`src/hw/rtl/sdb_pkg.sv`:
```
package sdb_pkg;

    localparam int SAMPLE_BITS = 10;
    localparam int TIME_BITS   = 32;
    localparam int IVL_BITS    = 16;
    localparam int ADDR_BITS   = 4;
    localparam int DATA_BITS   = 32;

    typedef enum logic [1:0] {
        MODE_STABLE  = 2'd0,
        MODE_LOCKOUT = 2'd1,
        MODE_PROMPT  = 2'd2
    } mode_t;

    typedef enum logic [1:0] {
        REG_MODE      = 2'd0,
        REG_INTERVAL  = 2'd1,
        REG_ANALOG    = 2'd2,
        REG_THRESHOLD = 2'd3
    } reg_idx_t;

    localparam logic [1:0]             MODE_RESET      = 2'd0;
    localparam logic [IVL_BITS-1:0]    INTERVAL_RESET  = 16'd10;
    localparam logic [SAMPLE_BITS-1:0] THRESHOLD_RESET = 10'd512;

    typedef struct packed {
        logic [1:0]             debounce_mode;
        logic [IVL_BITS-1:0]    interval_ms;
        logic                   analog_input;
        logic [SAMPLE_BITS-1:0] noise_threshold;
    } cfg_t;

    typedef struct packed {
        logic                   changed;
        logic                   level;
        logic                   rose;
        logic                   fell;
        logic [SAMPLE_BITS-1:0] raw_sample;
    } res_t;

endpackage

```
`src/hw/rtl/sdb_regs.sv`:
```
module sdb_regs
    import sdb_pkg::*;
(
    input  logic                 clk,
    input  logic                 rst_n,
    input  logic                 psel,
    input  logic                 penable,
    input  logic                 pwrite,
    input  logic [ADDR_BITS-1:0] paddr,
    input  logic [DATA_BITS-1:0] pwdata,
    output logic [DATA_BITS-1:0] prdata,
    output logic                 pready,
    output cfg_t                 cfg
);

    cfg_t     cfg_reg;
    logic     wr_en;
    reg_idx_t idx;

    assign pready = 1'b1;
    assign wr_en  = psel && penable && pwrite;
    assign idx    = reg_idx_t'(paddr[ADDR_BITS-1:2]);
    assign cfg    = cfg_reg;

    always_ff @(posedge clk or negedge rst_n)
    begin
        if (!rst_n)
        begin
            cfg_reg.debounce_mode   <= MODE_RESET;
            cfg_reg.interval_ms     <= INTERVAL_RESET;
            cfg_reg.analog_input    <= 1'b0;
            cfg_reg.noise_threshold <= THRESHOLD_RESET;
        end
        else if (wr_en)
        begin
            case (idx)
                REG_MODE:      cfg_reg.debounce_mode   <= pwdata[1:0];
                REG_INTERVAL:  cfg_reg.interval_ms     <= pwdata[IVL_BITS-1:0];
                REG_ANALOG:    cfg_reg.analog_input    <= pwdata[0];
                REG_THRESHOLD: cfg_reg.noise_threshold <= pwdata[SAMPLE_BITS-1:0];
                default:       ;
            endcase
        end
    end

    always_comb
    begin
        case (idx)
            REG_MODE:      prdata = {{(DATA_BITS-2){1'b0}}, cfg_reg.debounce_mode};
            REG_INTERVAL:  prdata = {{(DATA_BITS-IVL_BITS){1'b0}}, cfg_reg.interval_ms};
            REG_ANALOG:    prdata = {{(DATA_BITS-1){1'b0}}, cfg_reg.analog_input};
            REG_THRESHOLD: prdata = {{(DATA_BITS-SAMPLE_BITS){1'b0}}, cfg_reg.noise_threshold};
            default:       prdata = '0;
        endcase
    end

endmodule

```
`config.mk`:
```
export PLATFORM = sky130hd
export DESIGN_NAME = sdb_regs
export DESIGN_NICKNAME = d
export VERILOG_FILES = /design/src/hw/rtl/sdb_pkg.sv /design/src/hw/rtl/sdb_regs.sv
export SDC_FILE = /design/constraint.sdc
export NUM_CORES = 1
export LEC_CHECK = 0
export BUFFER_PORTS_ARGS = -buffer_cell sky130_fd_sc_hd__clkbuf_2
export CELL_PAD_IN_SITES_DETAIL_PLACEMENT = 0
export CELL_PAD_IN_SITES_GLOBAL_PLACEMENT = 1
export CORE_MARGIN = 2
export CORE_UTILIZATION = 33
export DETAILED_ROUTE_END_ITERATION = 8
export GPL_TIMING_DRIVEN = 0
export PLACE_DENSITY_LB_ADDON = 0.15
export SLEW_MARGIN = 20
export SYNTH_ARGS = -nofsm -noshare
export SYNTH_HDL_FRONTEND = slang
export SYNTH_SLANG_ARGS = --single-unit
```
`constraint.sdc`:
```
create_clock -name clk -period 1.7 [get_ports clk]
set_input_delay 0.085 -clock clk [delete_from_list [all_inputs] [get_ports clk]]
set_output_delay 0.085 -clock clk [all_outputs]
set_load 0.01 [all_outputs]
```
## Yosys cells after proc, flatten, opt, wreduce, memory -nomap -nowiden

Cells that the tools add are included.

- Flip-flop bits (word level): 29
- Input bits: 41
- Output and inout port bits: 62
- Logic and storage cells: 15

- Equal/unequal tests: 3
- Muxes and demuxes: 1
- Reduce and logical (&&, ||, !) cells: 7

Operators by type and width:

| kind | count |
|---|---|
| $pmux 32 s4 | 1 |
| $reduce_and 2->1 | 4 |
| $eq 2x2->1 const B | 2 |
| $eq 2x1->1 const B | 1 |
| $logic_and 1x1->1 | 2 |
| $logic_not 2->1 | 1 |

## Longest topological paths before layout

- Depth in word-level cells: 3
- Mapped depth: 6

## Least setup slack after synthesis

OpenSTA, ideal clock, no wires.

- Path type: input to register
- From: in paddr[3]
- To: reg cfg_reg (netlist bit cfg[11])
- Arrival: 1061 ps
- Data required time: 1575 ps
- Slack: 514 ps
- Cell stages on the path: 6
- Buffers on the path: 3
- Path through: buf_2 -> nor2b_4 -> and2_1 -> buf_6 -> buf_8 -> mux2_4

- Longest elaborated chain between the ends: 2

Ends and longest elaborated chain:

| item | RTL line | RTL |
|---|---|---|
| start, declared | sdb_regs.sv:9 | `input logic [ADDR_BITS-1:0] paddr,` |
| $eq 2x1->1 | sdb_regs.sv:36 | `case (idx)` |
| $reduce_and 2->1 (no line) | -- |  |
| end, declared | sdb_regs.sv:16 | `cfg_t cfg_reg;` |

No other way between the ends.
A chain may end at the register's enable or synchronous reset.

## Worst setup path after layout

- From: reg cfg_reg (netlist bit cfg[0])
- To: out prdata[0]

- Longest elaborated chain between the ends: 1

Ends and longest elaborated chain:

| item | RTL line | RTL |
|---|---|---|
| $pmux 32 s4 | sdb_regs.sv:48 | `case (idx)` |
| end, declared | sdb_regs.sv:11 | `output logic [DATA_BITS-1:0] prdata,` |

No other way between the ends. The select of a mux whose other input is x is not followed.

==> PnR_summary.wiki <==
{| class="wikitable"
! Metric !! Value
|-
| Run status || completed
|-
| Average cell area after synthesis || 13.3 sq um
|-
| Critical Path Source Type || flop
|-
| Dominant combinational cell family by area after synthesis || multiplexers
|-
| Critical path class || flop to output port
|-
| EDFF count, synth || 0
|-
| Final std cell area, no fill || 2070 sq um
|-
| Post-Syn Instances || 115
|-
| Flip-flop count of the largest register after layout || 29
|-
| Starting density of the core || 34.6%
|-
| Combined area of all synthesized cells || 1530 sq um
|-
| Fraction of layout cells with a size suffix above 1 || 61.5%
|-
| Antenna violations before repair || 0
|-
| Final weighted congestion in routability-driven placement || 0.758
|-
| Input/output buffers || 66
|-
| Violation count after the first detailed-routing iteration || 17
|-
| Antenna diode instance count || 0
|-
| Area of the die || 5190 sq um
|-
| Leakage || 1.12 nW
|-
| Via count of the first global-routing pass || 1,124
|-
| Share of flip-flops with an asynchronous set or reset || 100%
|-
| Slew headroom || 51.2%
|-
| Width of the die || 72.0 um
|-
| Setup TNS || 0 ns
|-
| Clock insertion delay at the later pin of the skew report || 0.27 ns
|-
| Clock edge transition at the registers on the reported setup and hold paths || 0.06 ns
|-
| Setup repair after global routing missed its margin || no
|-
| Crit path capture type || output port
|-
| Critical-path maximum fanout || 3
|-
| Register-to-register setup slack || 0.91 ns
|-
| Overall Global Routing Usage || 13.8%
|-
| DP Cell Count || 248
|-
| Critical path data required time || 1.62 ns
|-
| Reg-to-reg endpoint || cfg[5]$_DFFE_PN0P_
|-
| Most numerous cell in the Yosys netlist || sky130_fd_sc_hd__dfrtp_1
|-
| Final non-filler cell total || 257
|-
| Post-DRT Antenna Nets || 0
|-
| Fraction of the mapped netlist area in compound gates || 0.328%
|-
| Num CTS Buffers || 5
|-
| Pre-antenna DRT Iters || 3
|-
| Final slew viol count || 0
|-
| Syn-to-layout area delta || 35.5%
|-
| Share of the yosys chip area belonging to registers || 47.8%
|-
| Std cell rows || 24
|-
| Mux cell area share after synthesis || 31.2%
|-
| Core Box Area || 4410 sq um
|-
| Hold-critical path depth || 2
|-
| Number of warnings issued by yosys || 0
|-
| CTS tree || done
|-
| Adder-cell share of the synthesized area || 0%
|-
| Max_cap viols || 0
|-
| Total length of routed wires || 3.42 mm
|-
| Filler Cell Count || 436
|-
| Hold/Removal Path Class || primary input to flop
|-
| Achievable Freq || 746 MHz
|-
| Area fraction of the dominant cell type after synthesis || 42.6%
|-
| List of most frequent post-synthesis cells || sky130_fd_sc_hd__dfrtp_1 (26), sky130_fd_sc_hd__mux2_2 (19), sky130_fd_sc_hd__buf_4 (17), sky130_fd_sc_hd__mux2_4 (10), sky130_fd_sc_hd__mux2i_1 (9)
|-
| Cell count of the worst reg-to-reg path || 1
|-
| Maximum ir drop on the vdd rail || 0.000397 V
|-
| Xor and xnor area share after synthesis || 0%
|-
| Arr. time, crit path || 1.26 ns
|-
| Remaining global-route overflow || 0
|-
| Number of endpoints with negative hold slack in the final report || 0
|-
| Worst Tran Pin Value || 0.732 ns
|-
| Detail-routed net length per standard cell || 13.3 um
|-
| I/O pins || 103
|-
| Finish-stage setup viols || 0
|-
| Vias/cell || 4.30
|-
| Number of buffers added for setup after CTS || 0
|-
| Total number of H-tree levels || 2
|-
| Startpoint of the worst-slack reg-to-reg timing path || cfg[5]$_DFFE_PN0P_
|-
| Maximum number of pins on one net before global-route repair || 30
|-
| Hold-critical path endpoint || cfg[25]$_DFFE_PN0P_
|-
| DRC violation count after routing || 0
|-
| Synthesized flop and latch total || 29
|-
| Distinct cells, synth || 21
|-
| Post-layout minimum cycle time || 1.34 ns
|-
| Power density over the cells || 1070 nW/um^2
|-
| Via count || 1,106
|-
| Clock buffer depth || 2
|-
| Post-DP HPWL || 2.55 mm
|-
| Final nets || 245
|-
| Post-placement cell area || 1980 sq um
|-
| Top cells by area, synth || sky130_fd_sc_hd__dfrtp_1 (43%), sky130_fd_sc_hd__mux2_2 (14%), sky130_fd_sc_hd__mux2_4 (9.8%), sky130_fd_sc_hd__buf_4 (8.4%), sky130_fd_sc_hd__mux2i_1 (5.9%)
|-
| Overall Power || 2.21 mW
|-
| Post-synthesis cell type with the largest combined area || sky130_fd_sc_hd__dfrtp_1
|-
| Layout Skew || 0 ns
|-
| Clk Tree Root Cell || sky130_fd_sc_hd__clkbuf_8
|-
| Simple-gate share of the synthesized area || 9.18%
|-
| Wire length of the first global-routing pass || 5.33 mm
|-
| Main flop type after synthesis || sky130_fd_sc_hd__dfrtp_1
|-
| Chip Height || 72.0 um
|-
| Clock Sink Count || 29
|-
| Core occupancy in the finished layout || 46.9%
|-
| Startpoint of the lowest-slack hold path || pwdata[14]
|-
| Post-route fraction of the period consumed by the critical path || 78.8%
|}
## power by group
| part | switching (mW) | internal (mW) |
|---|---|---|
| sequential | 0.122 | 0.866 |
| combinational | 0.316 | 0.383 |
| clock | 0.237 | 0.290 |
## critical path, cell delays in order (launching register included)
cell and delay, ns:
sky130_fd_sc_hd__dfrtp_1 0.39, sky130_fd_sc_hd__mux4_2 0.46, sky130_fd_sc_hd__clkbuf_2 0.14
## placed cells by master, fill, tap and decap left out, types with 2 or more instances in the layout
master                     instances
sky130_fd_sc_hd__buf_4            17
sky130_fd_sc_hd__nor2b_1           8
sky130_fd_sc_hd__buf_2             2
sky130_fd_sc_hd__conb_1           17
sky130_fd_sc_hd__clkbuf_1          4
sky130_fd_sc_hd__clkbuf_2         66
sky130_fd_sc_hd__mux2_2           19
sky130_fd_sc_hd__nand3_1           2
sky130_fd_sc_hd__and2_1            7
sky130_fd_sc_hd__clkbuf_8          5
sky130_fd_sc_hd__mux2i_1           9
sky130_fd_sc_hd__dfrtp_1          26
sky130_fd_sc_hd__mux2_4           10
sky130_fd_sc_hd__dfstp_2           3
## how the worst max path moves through the flow
stage                              startpoint                  end  slack (ns)  cells after the start
after global placement                 pwrite   cfg[7]$_DFFE_PN0P_        0.30                      4
after floorplan                      paddr[3]  cfg[11]$_DFFE_PN0P_        0.51                      6
final                      cfg[0]$_DFFE_PN0P_            prdata[0]        0.36                      2
after global routing      cfg[11]$_DFFE_PN0P_            prdata[0]        0.31                      2
after CTS                 cfg[11]$_DFFE_PN0P_            prdata[0]        0.34                      2
after detailed placement                 psel   cfg[4]$_DFFE_PN0P_        0.30                      4
## final cells by class
cell class / instances / area [sq um] / share of cell area, %
Tap cell: 52 / 65.1 / 3.15
Sequential cell: 29 / 729 / 35.3
Buffer: 22 / 168 / 8.11
Multi-Input combinational cell: 79 / 686 / 33.2
Timing Repair Buffer: 67 / 340 / 16.5
Clock buffer: 8 / 80.1 / 3.87
## routing by layer
metal	routed length, um	part of all wire (%)	GRT usage (%)
met1	1390	40	15.2
met2	1770	52	23.3
met3	201	5.9	5.14
met4	65	1.9	7.34
met5	0	0	0
## stage by stage
step / setup slack, ns / hold slack, ns
finish: 0.360 / 0.0452
global route: 0.305 / 0.0302
CTS: 0.337 / 0.0314
detailed placement: 0.296 / 0.178
global placement: 0.298 / 0.170
floorplan: 0.514 / -0.211
## logic make-up after synthesis
kind of cell / after synthesis
and+or+nand+nor: 22
AOI/OAI and AO/OA: 1
other: 2
buffers and inverters: 22
DFF: 29
muxes: 39
## timing repair
item / in CTS / in global routing
gates resized for setup: 0 / 0
hold endpoints to repair: 26 / 0
hold buffers: 1 / 0
No activity file was read; power rests on OpenSTA's default activity.
