===== src/hw/rtl/sdb_pkg.sv =====
package sdb_pkg;

    localparam int SAMPLE_BITS = 10;
    localparam int TIME_BITS   = 32;
    localparam int IVL_BITS    = 16;
    localparam int ADDR_BITS   = 4;
    localparam int DATA_BITS   = 32;

    typedef enum logic [1:0] {
        MODE_STABLE  = 2'd0,
        MODE_LOCKOUT = 2'd1,
        MODE_PROMPT  = 2'd2
    } mode_t;

    typedef enum logic [1:0] {
        REG_MODE      = 2'd0,
        REG_INTERVAL  = 2'd1,
        REG_ANALOG    = 2'd2,
        REG_THRESHOLD = 2'd3
    } reg_idx_t;

    localparam logic [1:0]             MODE_RESET      = 2'd0;
    localparam logic [IVL_BITS-1:0]    INTERVAL_RESET  = 16'd10;
    localparam logic [SAMPLE_BITS-1:0] THRESHOLD_RESET = 10'd512;

    typedef struct packed {
        logic [1:0]             debounce_mode;
        logic [IVL_BITS-1:0]    interval_ms;
        logic                   analog_input;
        logic [SAMPLE_BITS-1:0] noise_threshold;
    } cfg_t;

    typedef struct packed {
        logic                   changed;
        logic                   level;
        logic                   rose;
        logic                   fell;
        logic [SAMPLE_BITS-1:0] raw_sample;
    } res_t;

endpackage


===== src/hw/rtl/sdb_step.sv =====
module sdb_step
    import sdb_pkg::*;
(
    input  logic                   clk,
    input  logic                   rst_n,
    input  logic                   accept,
    input  logic [TIME_BITS-1:0]   now_ms,
    input  logic [SAMPLE_BITS-1:0] sample_value,
    input  cfg_t                   cfg,
    output res_t                   res
);

    logic                   level_reg, level_next;
    logic                   raw_reg, raw_next;
    logic [TIME_BITS-1:0]   stamp_reg, stamp_next;
    logic [SAMPLE_BITS-1:0] held_reg, held_next;
    logic                   chg;
    logic                   cur;
    logic [TIME_BITS-1:0]   stamp_mid;
    logic [TIME_BITS-1:0]   ivl_ext;
    logic                   over_old;
    logic                   over_mid;

    assign ivl_ext = {{(TIME_BITS-IVL_BITS){1'b0}}, cfg.interval_ms};
    assign cur     = cfg.analog_input ? (sample_value > cfg.noise_threshold) : sample_value[0];
    // stable mode measures from a raw edge seen on this very poll
    assign stamp_mid = (cur != raw_reg) ? now_ms : stamp_reg;
    assign over_old  = (now_ms - stamp_reg) >= ivl_ext;
    assign over_mid  = (now_ms - stamp_mid) >= ivl_ext;

    always_comb
    begin
        level_next = level_reg;
        raw_next   = raw_reg;
        stamp_next = stamp_reg;
        held_next  = held_reg;
        chg        = 1'b0;
        case (cfg.debounce_mode)
            MODE_LOCKOUT:
            begin
                // inside the window: take nothing
                if (over_old)
                begin
                    held_next = sample_value;
                    if (cur != level_reg)
                    begin
                        stamp_next = now_ms;
                        level_next = cur;
                        chg        = 1'b1;
                    end
                end
            end
            MODE_PROMPT:
            begin
                held_next = sample_value;
                if (cur != level_reg && over_old)
                begin
                    level_next = cur;
                    chg        = 1'b1;
                end
                if (cur != raw_reg)
                begin
                    raw_next   = cur;
                    stamp_next = now_ms;
                end
            end
            default:
            begin
                held_next  = sample_value;
                raw_next   = cur;
                stamp_next = stamp_mid;
                if (over_mid && cur != level_reg)
                begin
                    stamp_next = now_ms;
                    level_next = cur;
                    chg        = 1'b1;
                end
            end
        endcase
    end

    always_ff @(posedge clk or negedge rst_n)
    begin
        if (!rst_n)
        begin
            level_reg <= 1'b0;
            raw_reg   <= 1'b0;
            stamp_reg <= '0;
            held_reg  <= '0;
        end
        else if (accept)
        begin
            level_reg <= level_next;
            raw_reg   <= raw_next;
            stamp_reg <= stamp_next;
            held_reg  <= held_next;
        end
    end

    always_comb
    begin
        res.changed    = chg;
        res.level      = level_next;
        res.rose       = chg && level_next;
        res.fell       = chg && !level_next;
        res.raw_sample = held_next;
    end

endmodule


===== config.mk =====
export PLATFORM = sky130hd
export DESIGN_NAME = sdb_step
export DESIGN_NICKNAME = d
export VERILOG_FILES = /design/src/hw/rtl/sdb_pkg.sv /design/src/hw/rtl/sdb_step.sv
export SDC_FILE = /design/constraint.sdc
export NUM_CORES = 1
export LEC_CHECK = 0
export BUFFER_PORTS_ARGS = -buffer_cell sky130_fd_sc_hd__buf_2
export CORE_UTILIZATION = 55
export DETAILED_ROUTE_END_ITERATION = 8
export PLACE_DENSITY_LB_ADDON = 0.1
export SLEW_MARGIN = 20
export SYNTH_ARGS = -nofsm -noshare
export SYNTH_HDL_FRONTEND = slang
export SYNTH_SLANG_ARGS = --single-unit

===== constraint.sdc =====
create_clock -name clk -period 9.13 [get_ports clk]
set_input_delay 0.4565 -clock clk [delete_from_list [all_inputs] [get_ports clk]]
set_output_delay 0.4565 -clock clk [all_outputs]
set_load 0.005 [all_outputs]

# --- Yosys cells after proc, flatten, opt, wreduce, memory -nomap -nowiden ---
# Index checks and enable logic that the tools add are counted.
word_totals:
  regBits: 44
  input_bits: 74
op_classes:
  n_addsub: 2
  order_cmp: 3
  n_eq_ne: 7
  muxes: 20
  bitwise_logic: 1
  n_reduce_logical: 7
op_table:
  columns: ["operator", "count"]
  rows:
  - ["two-way mux 32 bit", 4]
  - ["greater-or-equal comparator 32 x 16 -> 1 bit", 2]
  - ["one-hot mux 32 bit (2 select lines)", 1]
  - ["subtractor 32 bit", 2]
  - ["two-way mux 10 bit", 2]
  - ["> comparator 10 bit", 1]
  - ["two-way mux 1 bit", 10]
  - ["inequality test 2 bit (second input constant)", 3]
  - ["one-hot mux 1 bit (2 select lines)", 3]
  - ["AND reduction 3 bit", 2]
  - ["logical AND 1 bit", 4]
  - ["equality test 2 x 1 -> 1 bit (second input constant)", 1]
  - ["equality test 2 bit (second input constant)", 1]
  - ["inequality test 1 bit", 2]
  - ["logical NOT 1 bit", 1]
  - ["inverter 1 bit", 1]

# --- Logic depth before layout (Yosys ltp) ---
# Gate-level depths: netlist of the first run.
depth:
  ltp_word: 11
  depth_mapped: 37
  depth_no_buf: 34

# --- Worst setup path after synthesis of the first run ---
# No wires, ideal clock.
synth_path:
  path_type: "input -> output"
  from: "input cfg[5] (netlist name)"
  to: "output res[13] (netlist name)"
  arrival_ns: 7.415
  t_required_ns: 8.674
  slack_ns: 1.259
  cell_stages: 35
  n_path_buf: 2
  cell_sequence: "inv_1 ha_1 a21oi_2 o21ai_2 a2111oi_2 or3_1 buf_2 nand2_1 o21ai_0 ha_1 inv_1 ha_1 nor2_1 o21ai_0 nand3b_1 o211a_1 nand3_1 nand2_1 o31ai_1 a21oi_1 ha_1 a21o_1 a2111oi_2 o21ai_1 a2111oi_0 o22ai_1 a211o_1 a211o_1 or4b_4 a2111oi_4 nand4_2 a2bb2oi_1 nand2b_1 inv_1 buf_4"
synth_between:
  elab_chain_len: 9
  elab_cells_between_ends: 14
  cone_classes: "add/sub (1); order compare (2); eq/ne (2); mux (7); reduce/logical (2)"
synth_lines:
  columns: ["element", "line_no", "rtl"]
  rows:
  - ["start: declaration", "sdb_step.sv:9", "input cfg_t cfg,"]
  - ["> comparator 10 bit (*)", "sdb_step.sv:25", "assign cur = cfg.analog_input ? (sample_value > cfg.noise_threshold) : sample_value[0];"]
  - ["two-way mux 1 bit (*)", "sdb_step.sv:25", null]
  - ["inequality test 1 bit", "sdb_step.sv:27", "assign stamp_mid = (cur != raw_reg) ? now_ms : stamp_reg;"]
  - ["two-way mux 32 bit", null, null]
  - ["subtractor 32 bit", "sdb_step.sv:29", "assign over_mid = (now_ms - stamp_mid) >= ivl_ext;"]
  - ["greater-or-equal comparator 32 x 16 -> 1 bit", "sdb_step.sv:29", null]
  - ["logical AND 1 bit", "sdb_step.sv:72", "if (over_mid && cur != level_reg)"]
  - ["two-way mux 1 bit", "sdb_step.sv:72", null]
  - ["one-hot mux 1 bit (2 select lines) (*)", "sdb_step.sv:38", "case (cfg.debounce_mode)"]
  - ["end: declaration", "sdb_step.sv:10", "output res_t res"]
# Mark *: on every way between the ends. The rest lies on a longest branch, timed or not.

==> out/metrics.yaml, run 1 <==
timing:
  holdWs_ps: 247
  report.final.setup_viol: 0
  finalMaxSlewViolations: 0
  hold_viol: 0
  timing_worst_slew_pin_value_ps: 1170
  worst_clock_skew_ps: 11.5
  layout_worst_path_cycle_share_pct: 94.6
  totalNegativeSetupSlack_ps: 0
  timing.fmax_mhz: 116
  grt_setup_unrepaired: "false"
  maxSlewHeadroom_pct: 22.2
  finalCriticalPeriod_ps: 8640
layout:
  layout-drive-gt1-share_pct: 14.7
  antenna_cells_inserted: 0
  fin_cells: 1506
  largest_register_ffs: 32
  areaGrowthSynthToFinish_pct: 7.06
  design_area_um2: 9880
  finish.net_count: 1461
yosys:
  synthFlopType: "dfrtp_1"
  syn-instance-count: 1251
  synth.top_cells.by_area: "ha_1 (13%), dfrtp_1 (12%), a21oi_1 (5.9%), o21ai_0 (4.6%), nor2_1 (4.1%)"
  synth_largest_type_area_fraction_pct: 13.0
  synthArstFlopShare_pct: 100
  yosys_warnings: 0
  synthesized_area_divided_by_synthesized_cell_count_um2: 7.38
  ys_seq_elements: 44
  synth_cell_types: 94
  synthesis.area_um2: 9230
  mappedNetlistNets: 1422
  largest_area_contributor_in_the_netlist: "ha_1"
  ys_seq_area_share_pct: 11.9
  synth-edff-count: 0
die:
  number_of_placement_rows: 46
  ioPinCount: 88
  initial_core_util_pct: 57.3
  die_h_um: 132
  core_area_um2: 16100
  die-area_um2: 17300
  die_x_um: 132
clocking:
  cts_tree: "done"
  clock_path_buffers: 2
  cts_root_buffer: "clkbuf_16"
  insertion_delay_ps: 320
  tritoncts_num_sinks: 44
  cts-buffers-inserted: 5
  cts.htree.levels: 2
  path_clk_slew_ps: 70
setup_path:
  critPathLaunchType: "primary input"
  critPathArrivalTime_ps: 8180
  end_kind: "output port"
  critical_path.slowest_cell: "or4b_4"
  worst_path_largest_cell_delay_ps: 520
  crit_type: "primary input to output port"
  required_ps: 8670
  timing.critical_path.mode_cell: "a21oi_1"
  critical_path.max_fanout: 14
power:
  leakage_nw: 4.24
  ir_worst_vdd_mv: 0.102
  p_per_area_nw_per_um2: 237
grt:
  antenna_found_initial: 0
  grt.overflow.total: 0
  first_global_vias: 8915
  global_route_wire_length_before_repair_um: 49400
  grt_util_all_layers_pct: 36.2
  grt_max_degree: 45
outcome:
  result_of_the_run: "complete, no violations"
min_path:
  min-delay-path-class: "primary input to asynchronous set/reset pin"
placed_design:
  placedInstanceArea_um2: 9690
  port_buffers: 87
  numPlacedInstances: 1498
  hpwl_um: 25400
  gp_routability_congestion: 1.02
routing:
  wire_per_inst_um: 21.2
  post_drt_via_cell_ratio: 6.73
  detail-route-antenna-nets: 0
  dr_total_vias: 10100
  drt-total-wl_um: 31900
  drt-initial-drc-count: 1214
  post-route-drc-count: 0
  drtPass1Iterations: 6
job:
  maxCapViolations: 0
metal layers:
layer  GRT usage (%)  up-vias  wire, um
li1                -     4823         -
met1            53.8     4709     14900
met2            51.4      533     12700
met3            7.56       61      3470
met4            9.88        2       773
met5            2.63        -        55
cell type report:
cell class	count	area, um2
fill	1576	6230
timing repair buffer	95	495
multi-input combinational	1044	7500
clock buffer	5	125
clock inverter	2	12.5
inverter	100	375
sequential	44	1100
tap	216	270
critical path: cells and delay by family:
family / cells / cell delay [ps]
compound gates: 16 / 3890
simple gates: 10 / 2270
fa+ha+maj: 3 / 990
buf+inv: 3 / 390
xor+xnor: 1 / 180
power by group:
group	internal [mW]	switching [mW]	total, mW
sequential	0.247	0.0459	0.293
clock	0.0999	0.0921	0.192
combinational	0.704	1.16	1.86
total	1.05	1.30	2.35
layout by cell type (no fill, tap or decap), types with 16 or more instances in the layout:
cell type  Yosys  routed
a21oi_1      109     109
nor2_1       102     100
inv_1         99      99
ha_1          96      95
nand2_1       94      93
buf_2         16      87
o21ai_0       84      83
dfrtp_1       44      44
a211oi_1      36      36
o21a_1        33      32
nand3_1       31      30
xnor2_1       29      29
nand4_1       24      24
nor3_1        24      24
mux2_2        24      24
a21o_1        21      21
nand2b_1      20      20
a221oi_2      19      19
nor2b_1       18      18
nor4_1        16      16
synth_stat cells (6+ instances only):
master / instances
a211o_1: 6
a211oi_1: 36
a21o_1: 21
a21oi_1: 109
a221oi_2: 19
a22o_1: 13
a22oi_1: 15
a31oi_1: 12
and2_1: 6
and3_1: 11
and4_1: 9
buf_1: 6
buf_2: 16
clkbuf_1: 33
dfrtp_1: 44
ha_1: 96
inv_1: 99
maj3_1: 7
mux2_2: 24
mux2i_1: 6
nand2_1: 94
nand2b_1: 20
nand3_1: 31
nand4_1: 24
nor2_1: 102
nor2b_1: 18
nor3_1: 24
nor4_1: 16
o2111ai_1: 6
o211a_1: 6
o211ai_1: 15
o21a_1: 33
o21ai_0: 84
o21ai_1: 6
o21bai_1: 9
o221ai_1: 8
o31a_1: 6
o31ai_1: 8
xnor2_1: 29
xor2_1: 15
final timing paths:
path / from / end / slack (ps) / cells past startpoint
setup / recovery: sample_value[7] / res[11] / 490 / 33
hold / removal: rst_n / held_reg[7]$_DFFE_PN0P_ / 250 / 2
setup reg to reg: raw_reg$_DFFE_PN0P_ / stamp_reg[1]$_DFFE_PN0P_ / 1310 / 30
hold reg to reg: held_reg[2]$_DFFE_PN0P_ / held_reg[2]$_DFFE_PN0P_ / 500 / 1
max in group asynchronous: rst_n / stamp_reg[17]$_DFFE_PN0P_ / 8440 / 2
min in group clk: held_reg[2]$_DFFE_PN0P_ / held_reg[2]$_DFFE_PN0P_ / 500 / 1
kinds of logic (layout without fill, tap and decap cells):
kind of cell / count (synthesis) / after routing / synth area share [%]
fa+ha+maj: 107 / 107 / 14.4
buf+inv: 163 / 202 / 7.48
flops: 44 / 44 / 11.9
compound gates: 478 / 478 / 37.4
mux: 30 / 30 / 3.58
simple gates: 385 / 385 / 21.1
xor+xnor: 44 / 44 / 4.17
stage by stage:
stage	util [%]	power [mW]	worst slack [ps]
floorplan	-	1.65	1260
global placement	60.1	2.07	191
detailed placement	60.1	2.08	-171
CTS	61.0	2.28	67.2
global route	61.3	2.53	19.4
finish	61.3	2.35	491
repair_timing:
item | 4_1_cts | 5_1_grt
setup buffers | 0 | 1
hold buffers | 0 | 0
gates resized for setup | 1 | 10
setup endpoints to repair | 3 | 36
pin swaps | 0 | 4
No activity file was read; power rests on OpenSTA's default activity.
==> run 2, diff against run 1 <==
==> constraint.sdc (replaced) <==
create_clock -name clk -period 8.7 [get_ports clk]
set_input_delay 0.435 -clock clk [delete_from_list [all_inputs] [get_ports clk]]
set_output_delay 0.435 -clock clk [all_outputs]
set_load 0.02 [all_outputs]
==> out/metrics.yaml, run 2 (synthesis gave the netlist of run 1 again) <==
timing:
  timing.fmax_mhz: 122
  report.final.setup_viol: 0
  grt_setup_unrepaired: "false"
  worst_clock_skew_ps: 6.94
  holdWs_ps: 230
  finalMaxSlewViolations: 0
  totalNegativeSetupSlack_ps: 0
  finalCriticalPeriod_ps: 8220
  layout_worst_path_cycle_share_pct: 94.5
  hold_viol: 0
  maxSlewHeadroom_pct: 27.0
  timing_worst_slew_pin_value_ps: 1090
placed_design:
  port_buffers: 87
  hpwl_um: 25400
  gp_routability_congestion: 1.05
  numPlacedInstances: 1509
layout:
  layout.cells.most_common_list: "a21oi_1 (109), nor2_1 (100), inv_1 (99)"
  antenna_cells_inserted: 0
  commonest_non_fill_non_tap_cell_in_the_layout: "a21oi_1"
  finish.net_count: 1476
  layout-drive-gt1-share_pct: 15.4
  fin_cells: 1522
  largest_register_ffs: 32
  areaGrowthSynthToFinish_pct: 8.77
clocking:
  cts_hold_buffers: 0
  cts_tree: "done"
  clock_path_buffers: 2
  tritoncts_num_sinks: 44
  path_clk_slew_ps: 70
  cts-buffers-inserted: 5
  cts.htree.levels: 2
  insertion_delay_ps: 310
  cts_root_buffer: "clkbuf_16"
routing:
  post_drt_via_cell_ratio: 6.78
  drt-total-wl_um: 32600
  wire_per_inst_um: 21.4
  met3RoutedLength_um: 3640
  post-route-drc-count: 0
  drt-initial-drc-count: 1282
  dr_total_vias: 10300
  met2RoutedLength_um: 13500
  top_layer: "met4"
  m1WireLength_um: 14900
  detail-route-antenna-nets: 0
  drtPass1Iterations: 7
setup_path:
  reg2reg_from: "raw_reg$_DFFE_PN0P_"
  required_ps: 8270
  crit_type: "primary input to output port"
  critPathArrivalTime_ps: 7790
  worst_setup_path_startpoint: "cfg[7]"
  critPathLaunchType: "primary input"
  critical_path.slowest_cell: "or4b_4"
  critical_path.max_fanout: 6
  worst_path_largest_cell_delay_ps: 530
  end_kind: "output port"
grt:
  first_global_vias: 9014
  grt_max_degree: 45
  grt_util_all_layers_pct: 36.6
  antenna_found_initial: 0
  grt.overflow.total: 0
  global_route_wire_length_before_repair_um: 50500
die:
  number_of_placement_rows: 46
  die_h_um: 132
  ioPinCount: 88
  die_x_um: 132
  core_area_um2: 16100
  initial_core_util_pct: 57.3
  die-area_um2: 17300
power:
  leakage_nw: 4.34
  p_per_area_nw_per_um2: 252
  ir_worst_vdd_mv: 0.104
outcome:
  result_of_the_run: "complete, no violations"
job:
  maxCapViolations: 0
min_path:
  min-delay-path-class: "primary input to asynchronous set/reset pin"
run 2: worst paths after layout:
| check | end | slack, ps | cells after the start |
|---|---|---|---|
| setup / recovery | res[10] | 480 | 37 |
| hold / removal | held_reg[6]$_DFFE_PN0P_ | 230 | 2 |
| setup reg to reg | stamp_reg[23]$_DFFE_PN0P_ | 1150 | 31 |
| hold reg to reg | held_reg[1]$_DFFE_PN0P_ | 510 | 1 |
| max in group asynchronous | stamp_reg[17]$_DFFE_PN0P_ | 8020 | 2 |
| min in group clk | held_reg[1]$_DFFE_PN0P_ | 510 | 1 |
run 2: per-stage QoR:
stage | power [mW] | area [um2] | util, % | worst slack, ps
after global placement | 2.19 | 9780 | 60.7 | 401
final | 2.53 | 10000 | 62.3 | 475
after CTS | 2.45 | 9940 | 61.7 | 20.0
after detailed placement | 2.21 | 9780 | 60.7 | 40.1
after floorplan | 1.74 | 9230 | - | 752
after global routing | 2.72 | 10000 | 62.3 | 37.3
run 2: power breakdown:
group,total (mW),leakage [nW],switching [mW],internal [mW]
logic,1.99,3.74,1.24,0.756
registers,0.309,0.515,0.0502,0.259
clock network,0.230,0.0808,0.0945,0.136
total,2.53,4.34,1.38,1.15
run 2: layout make-up:
type                       instances  area (um2)
clock buffer                       6         129
clock inverter                     2        35.0
fill                            1516        6070
inverter                         100         375
multi-input combinational       1044        7500
sequential                        44        1100
tap                              216         270
timing repair buffer             110         633
run 2: worst max-delay path, delay by kind of cell:
family                     cells  cell delay, ps
and+or+nand+nor               12            2300
AOI/OAI and AO/OA             16            3430
adders and majority gates      4            1090
buffers and inverters          5             490
run 2: routing by layer:
metal	GRT usage [%]	up-vias
li1	-	4855
met1	54.3	4792
met2	54.2	612
met3	5.94	62
met4	9.37	0
met5	0	-
run 2: timing repair:
| action | in CTS | in global routing |
|---|---|---|
| resized for setup | 0 | 10 |
| endpoints found under the setup margin | 0 | 10 |
| buffers inserted | 0 | 4 |
